[src/rtl/ttc_div.sv]
// ttc_div: fully pipelined restoring divider, one quotient bit per stage
// standalone; used by thermistor_temperature_convert
module ttc_div #(
  parameter int NW = 8,  // dividend and quotient width
  parameter int DW = 8   // divisor width
) (
  input  logic          clk,
  input  logic [NW-1:0] dividend,
  input  logic [DW-1:0] divisor,
  output logic [NW-1:0] quotient
);

  logic [DW-1:0] rem_r [NW];
  logic [NW-1:0] acc_r [NW];  // dividend bits leave at the top, quotient bits enter below
  logic [DW-1:0] dvs_r [NW];

  for (genvar i = 0; i < NW; i++) begin : g_stage
    logic [DW-1:0] rem_in;
    logic [NW-1:0] acc_in;
    logic [DW-1:0] dvs_in;
    logic [DW:0]   shifted;
    logic [DW:0]   trial;
    logic          fits;

    if (i == 0) begin : g_first
      assign rem_in = '0;
      assign acc_in = dividend;
      assign dvs_in = divisor;
    end else begin : g_next
      assign rem_in = rem_r[i-1];
      assign acc_in = acc_r[i-1];
      assign dvs_in = dvs_r[i-1];
    end

    assign shifted = {rem_in, acc_in[NW-1]};
    assign trial   = shifted - {1'b0, dvs_in};
    assign fits    = shifted >= {1'b0, dvs_in};

    always_ff @(posedge clk) begin
      rem_r[i] <= fits ? trial[DW-1:0] : shifted[DW-1:0];
      acc_r[i] <= {acc_in[NW-2:0], fits};
      dvs_r[i] <= dvs_in;
    end
  end

  assign quotient = acc_r[NW-1];

endmodule

[config.mk]
export PLATFORM = sky130hd
export DESIGN_NAME = ttc_div
export DESIGN_NICKNAME = d
export VERILOG_FILES = /design/src/rtl/ttc_div.sv
export SDC_FILE = /design/constraint.sdc
export NUM_CORES = 1
export LEC_CHECK = 0
export BUFFER_PORTS_ARGS = -buffer_cell sky130_fd_sc_hd__buf_2
export CORE_ASPECT_RATIO = 0.6
export CORE_MARGIN = 3
export CORE_UTILIZATION = 50
export DETAILED_ROUTE_END_ITERATION = 16
export PLACE_DENSITY = 0.67
export SYNTH_ARGS = -nofsm -noshare
export SYNTH_HDL_FRONTEND = slang
export SYNTH_SLANG_ARGS = --single-unit
export TNS_END_PERCENT = 20
[constraint.sdc]
create_clock -name clk -period 3.04 [get_ports clk]
set_clock_uncertainty 0.15 [all_clocks]
set_input_delay 0.76 -clock clk [delete_from_list [all_inputs] [get_ports clk]]
set_output_delay 0.76 -clock clk [all_outputs]
set_load 0.01 [all_outputs]
==> results of run 1 <==
-- kinds of logic (layout without fill, tap and decap cells) --
logic type | count (synthesis) | after routing
buffers and inverters | 98 | 135
AO/OA/AOI/OAI | 115 | 115
adder cells (fa/ha/maj) | 64 | 64
flip-flops | 176 | 176
XOR/XNOR | 18 | 18
AND/OR/NAND/NOR | 108 | 108
multiplexers | 47 | 47
-- synth_stat cells (10+ instances only) --
cell | instances | area [um^2]
a21o_1 | 17 | 128
a21oi_1 | 16 | 80.1
nor3_1 | 18 | 90.1
mux2_4 | 34 | 510
xnor2_1 | 15 | 131
nand2b_1 | 13 | 81.3
mux2i_1 | 13 | 130
inv_1 | 79 | 297
ha_1 | 58 | 726
nor2_1 | 25 | 93.8
dfxtp_1 | 176 | 3520
o21ai_0 | 13 | 65.1
nand3_1 | 10 | 50.1
nand2_1 | 13 | 48.8
-- registers in the layout, indices dropped and copies added, names as in the netlist --
register and count:
rem_r 56, dvs_r 56, acc_r 64
-- area by class of cell --
cell class | count | area (um^2) | area share
tap | 192 | 240 | 0.0302
clock buffer | 17 | 425 | 0.0534
clock inverter | 15 | 211 | 0.0265
inverter | 79 | 297 | 0.0372
timing repair buffer | 24 | 120 | 0.0151
multi-input combinational | 352 | 3150 | 0.395
sequential | 176 | 3520 | 0.442
-- how the worst max path moves through the flow --
stage,endpoint,from,slack [ps]
floorplan,rem_r[0][10],dvs_r[0][6],940
global placement,rem_r[0][13],dvs_r[0][5],610
detailed placement,rem_r[3][5],dvs_r[5][6],570
CTS,rem_r[2][14],dvs_r[4][6],560
global route,rem_r[0][15],dvs_r[0][5],400
finish,rem_r[3][5],dvs_r[5][6],530
-- power breakdown --
| group | leakage, nW | switching, mW | internal [mW] | total, mW |
|---|---|---|---|---|
| Sequential | 1.47 | 0.149 | 2.64 | 2.79 |
| Clock | 0.310 | 0.988 | 1.34 | 2.33 |
| Combinational | 2.07 | 0.921 | 0.972 | 1.89 |
-- layer usage --
layer,part of all wire,vias to the layer above,global-route usage
met5,0,-,0
met4,0.012,0,0.0593
met3,0.044,15,0.0471
met2,0.36,79,0.222
met1,0.58,1982,0.266
li1,-,2212,-
-- worst max-delay path: stages, from the launching register on --
cell and delay [ps]:
dfxtp_1 330, inv_1 50, ha_1 330, a21o_1 260, a2111oi_2 360, o21a_1 560
mux2_4 350
-- per-stage QoR --
step	instance area (um^2)	util	instances	power [mW]
finish	7970	0.578	855	7.00
global route	7970	0.578	855	7.40
CTS	7970	0.578	855	7.05
detailed placement	7330	0.531	823	4.70
global placement	7330	0.531	823	4.63
floorplan	7100	-	626	4.40
==> summary.log, run 1 <==
qor: clocking.htree_num_levels 4
qor: cells_and_area.fillers 1,182
qor: grt.grt_pass1_vias 4,248
qor: route.vias_per_instance 5.02
qor: clocking.cts-root-buf clkbuf_16
qor: timing.worst_hold_slack 176 ps
qor: timing.final-max-slew-violation-count 0
qor: route.drt-wirelength-per-cell 14.5 um
qor: die.start_util 0.515
qor: grt.grt_max_degree 19
qor: clocking.worst_case_clock_buffer_depth 2
qor: route.drtIter0Drc 140
qor: setup_path.crit_required 3200 ps
qor: setup_path.reg2regPathDepth 6
qor: clocking.cts_tree built
qor: synth.ys.warnings.count 0
qor: placement.dp_slack 565 ps
qor: synth.synth.mux.area_fraction 0.0902
qor: setup_path.crit-reg2reg-launch dvs_r[5][6]
qor: synth.synth_sequential_area_ratio 0.496
qor: min_path.worstHoldStart acc_r[1][21]
qor: die.io-pin-count 25
qor: cells_and_area.final_net_count 731
qor: setup_path.setup.worst_path.start_class register
qor: synth.net_count_after_synthesis 707
qor: timing.setup_tns_final 0 ps
qor: timing.post-route-period-util 0.824
qor: placement.finalWeightedCongestion 0.876
qor: placement.place.detailed.hpwl 9430 um
qor: cells_and_area.growth_of_design_area_from_synthesis_to_finish 12.2%
qor: grt.track_usage 0.171
qor: synth.primary_ff_master_synth dfxtp_1
qor: cells_and_area.final_common_cell dfxtp_1
qor: synth.post_synth_instance_area 0.00710 mm^2
qor: setup_path.critPathMaxFanout 9
qor: synth.synth-compound-area-share 0.133
qor: die.core_region_area 0.0138 mm^2
qor: clocking.holdBufCountCts 0
qor: synth.synth_top_family_by_area compound AO/OA/AOI/OAI gates
qor: clocking.postCtsSetupRepairBufs 0
qor: grt.antenna_violations_before_repair 0
qor: die.die_height 98.3 um
qor: synth.syn-instance-count 626
qor: setup_path.worst_ep_arrival_time 2670 ps
qor: synth.synth-xor-area-share 0.0222
qor: min_path.timing.hold.worst_endpoint acc_r[1][30]
qor: cells_and_area.layout_common_cells dfxtp_1, inv_1, ha_1
qor: timing.setup_ws 535 ps
qor: cells_and_area.final_layout_size_suffix_gt1_frac 0.169
qor: synth.synth-simple-area-share 0.0786
qor: route.vias 4,288
qor: clocking.post_cts_sizing 0
qor: power_and_ir_drop.vdd_ir_drop_max 443 uV
qor: route.postRouteAntennaNets 0
qor: timing.max-slew-margin-rel 0.598
qor: power_and_ir_drop.power.static_leakage 3.85 nW
qor: route.drc_errors 0
qor: min_path.holdPathStages 0
qor: route.wl 12,400 um
qor: synth.synth_enable_flop_cells 0
qor: power_and_ir_drop.pwr_density_cell 879 mW/mm^2
qor: cells_and_area.inserted_diodes 0
qor: synth.postSynthAreaPerCell 11.3 um^2
qor: synth.post_synthesis_async_set_or_reset_flop_share 0
qor: grt.residual_overflow_from_global_routing 0
qor: route.drt-pass1-iter-count 4
qor: clocking.clk_transition_reported_paths 70 ps
qor: timing.maxClockFrequency 399 MHz
qor: synth.netlist-cell-type-count 52
qor: timing.final_hold_fails 0
qor: status.status finished, final reports clean
qor: setup_path.critical_path.endpoint_type register
qor: setup_path.reg2reg_setup_slack 530 ps
qor: clocking.cts_buffers 17
qor: timing.final-setup-viol-count 0
qor: die.rows 33
qor: placement.placement.io_buffers 24
qor: clocking.cts_sink_count 176
qor: timing.rsz0062_at_grt false
qor: setup_path.worstReg2RegEnd rem_r[3][5]
qor: run.max-cap-violations 0
qor: clocking.clk-insertion-delay-late 420 ps
qor: synth.yosys.area_share.adder 0.119
qor: grt.grt_first_pass_wirelength 21,300 um
qor: setup_path.critical_path_class reg -> reg
qor: synth.number_of_register_bits_inferred_by_synthesis 176
qor: timing.layout_min_cycle_time 2510 ps
qor: timing.worst_pin_slew 603 ps
qor: die.overall_die_area 0.0157 mm^2
qor: min_path.min-delay-path-class reg -> reg
qor: die.die_w 160 um
(Power assumes the default switching activity.)
==> inputs of run 2 (changes only) <==
--- a/config.mk
+++ b/config.mk
@@ -10,7 +10,7 @@
 export CORE_MARGIN = 3
 export CORE_UTILIZATION = 50
 export DETAILED_ROUTE_END_ITERATION = 16
-export PLACE_DENSITY = 0.67
+export PLACE_DENSITY = 0.69
 export SYNTH_ARGS = -nofsm -noshare
 export SYNTH_HDL_FRONTEND = slang
 export SYNTH_SLANG_ARGS = --single-unit
==> constraint.sdc (replaced) <==
create_clock -name clk -period 2.25 [get_ports clk]
set_clock_uncertainty 0.15 [all_clocks]
set_input_delay 0.5625 -clock clk [delete_from_list [all_inputs] [get_ports clk]]
set_output_delay 0.5625 -clock clk [all_outputs]
set_load 0.01 [all_outputs]
==> summary.log, run 2 (synthesis results as in run 1) <==
qor: cells_and_area.growth_of_design_area_from_synthesis_to_finish 20.0%
qor: clocking.cts_tree built
qor: cells_and_area.layout_common_cells dfxtp_1, inv_1, ha_1
qor: clocking.cts_buffers 17
qor: status.status finished, final reports clean
qor: cells_and_area.layout_top_registers acc_r (64), dvs_r (56), rem_r (56)
qor: die.start_util 0.515
qor: cells_and_area.finalNonFillerCells 900
qor: clocking.htree_num_levels 4
qor: placement.postPlaceCellArea 0.00767 mm^2
qor: grt.antenna_violations_before_repair 0
qor: route.vias_per_instance 5.08
qor: setup_path.reg2regPathDepth 7
qor: setup_path.critical_path.slowest_cell dfxtp_1
qor: route.wl 13,600 um
qor: setup_path.setup.worst_path.start_class register
qor: timing.setup_ws 35.9 ps
qor: die.core_region_area 0.0138 mm^2
qor: setup_path.worstPathCellList ha_1, nand2b_1, a21oi_1, o21ai_2, a41oi_4, buf_12, mux2_4
qor: run.max-cap-violations 0
qor: die.die_w 160 um
qor: cells_and_area.final_layout_size_suffix_gt1_frac 0.275
qor: setup_path.critical_path_class reg -> reg
qor: min_path.holdPathStages 1
qor: grt.residual_overflow_from_global_routing 0
qor: timing.final-setup-viol-count 0
qor: min_path.timing.hold.worst_endpoint acc_r[0][1]
qor: placement.place.detailed.hpwl 10,100 um
qor: timing.rsz0062_at_grt true
qor: setup_path.worst_ep_arrival_time 2370 ps
qor: route.drtIter0Drc 286
qor: grt.grt_pass1_vias 4,449
qor: cells_and_area.final_util 0.618
qor: setup_path.critPathMaxFanout 6
qor: cells_and_area.top_register acc_r
qor: setup_path.reg2reg_setup_slack 40 ps
qor: placement.finalWeightedCongestion 0.847
qor: setup_path.crit_required 2410 ps
qor: clocking.worst_case_clock_buffer_depth 2
qor: cells_and_area.largest_register_ffs 64
qor: placement.dp_slack -42.3 ps
qor: timing.final-max-slew-violation-count 0
qor: route.vias 4,572
qor: power_and_ir_drop.power 9.85 mW
qor: cells_and_area.fillers 1,101
qor: min_path.worstHoldStart dividend[0]
qor: cells_and_area.final_common_cell dfxtp_1
qor: route.drc_errors 0
qor: power_and_ir_drop.vdd_ir_drop_max 533 uV
qor: cells_and_area.finish.instance_area 0.00852 mm^2
qor: setup_path.worstReg2RegEnd rem_r[2][4]
qor: timing.layout_min_cycle_time 2210 ps
qor: timing.setup_tns_final 0 ps
qor: grt.grt_first_pass_wirelength 22,000 um
qor: route.drt-pass1-iter-count 5
qor: placement.placement.io_buffers 24
qor: timing.maxClockFrequency 452 MHz
qor: setup_path.critical_path.endpoint_type register
qor: clocking.cts-root-buf clkbuf_16
qor: die.die_height 98.3 um
qor: clocking.clk-insertion-delay-late 420 ps
qor: die.overall_die_area 0.0157 mm^2
qor: clocking.clk_transition_reported_paths 70 ps
qor: timing.final_hold_fails 0
qor: grt.grt_max_degree 19
qor: timing.worst_pin_slew 521 ps
qor: setup_path.crit-reg2reg-launch dvs_r[3][0]
qor: power_and_ir_drop.pwr_density_cell 1160 mW/mm^2
qor: placement.numPlacedInstances 862
qor: clocking.cts_sink_count 176
qor: setup_path.critical-path-max-stage-delay 330 ps
qor: die.io-pin-count 25
qor: cells_and_area.final_net_count 776
qor: die.rows 33
qor: min_path.min-delay-path-class in -> reg
qor: timing.post-route-period-util 0.984
qor: timing.max-slew-margin-rel 0.651
qor: route.drt-wirelength-per-cell 15.1 um
qor: route.postRouteAntennaNets 0
qor: timing.worst_hold_slack 83.0 ps
qor: cells_and_area.inserted_diodes 0
qor: grt.track_usage 0.177
qor: power_and_ir_drop.power.static_leakage 4.07 nW
[run 2: changes by cell type in the layout (fill, tap and decap cells not counted), sizes merged]
cell / change
clkinv: +2
inv: -1
clkinvlp: +2
clkbuf: +1
buf: +44
bufinv: -3
[run 2: layer usage]
layer	global-route usage	share of wire
met4	0.0487	0.011
met5	0	0
met2	0.234	0.37
met1	0.276	0.55
met3	0.0500	0.066
[run 2: how the worst max path moves through the flow]
stage          cells past startpoint            to  slack, ps         from
3_3_place_gp                       7  rem_r[2][10]          8  dvs_r[4][6]
5_1_grt                            8  rem_r[0][14]        -30  acc_r[0][7]
4_1_cts                            8  rem_r[2][12]         -1  dvs_r[4][2]
6_report                           7   rem_r[2][4]         40  dvs_r[3][0]
2_1_floorplan                      7  rem_r[0][10]        150  dvs_r[0][6]
3_5_place_dp                       7  rem_r[0][13]        -40  dvs_r[0][6]
[run 2: critical path: cells and delay by family, from the launching register on]
family	cells	cell delay [ps]
AO/OA/AOI/OAI	3	670
adder cells (fa/ha/maj)	1	310
buffers and inverters	1	170
flip-flops	1	330
multiplexers	1	310
AND/OR/NAND/NOR	1	150
[run 2: report_power, final]
| part | switching, mW | internal [mW] |
|---|---|---|
| sequential | 0.219 | 3.57 |
| clock | 1.34 | 1.47 |
| combinational | 1.44 | 1.81 |
[run 2: what timing repair did]
item	CTS	global route
pin swaps	0	9
setup endpoints to repair	14	34
hold buffers	0	0
gates resized for setup	5	42
cloned	0	1
buffers inserted	0	5
[run 2: final cells by class]
type	instances	area, um^2	share of cell area
Clock buffer	17	425	0.0499
Clock inverter	15	144	0.0169
Inverter	79	297	0.0348
Multi-Input combinational cell	352	3350	0.393
Sequential cell	176	3530	0.415
Tap cell	192	240	0.0282
Timing Repair Buffer	69	538	0.0631
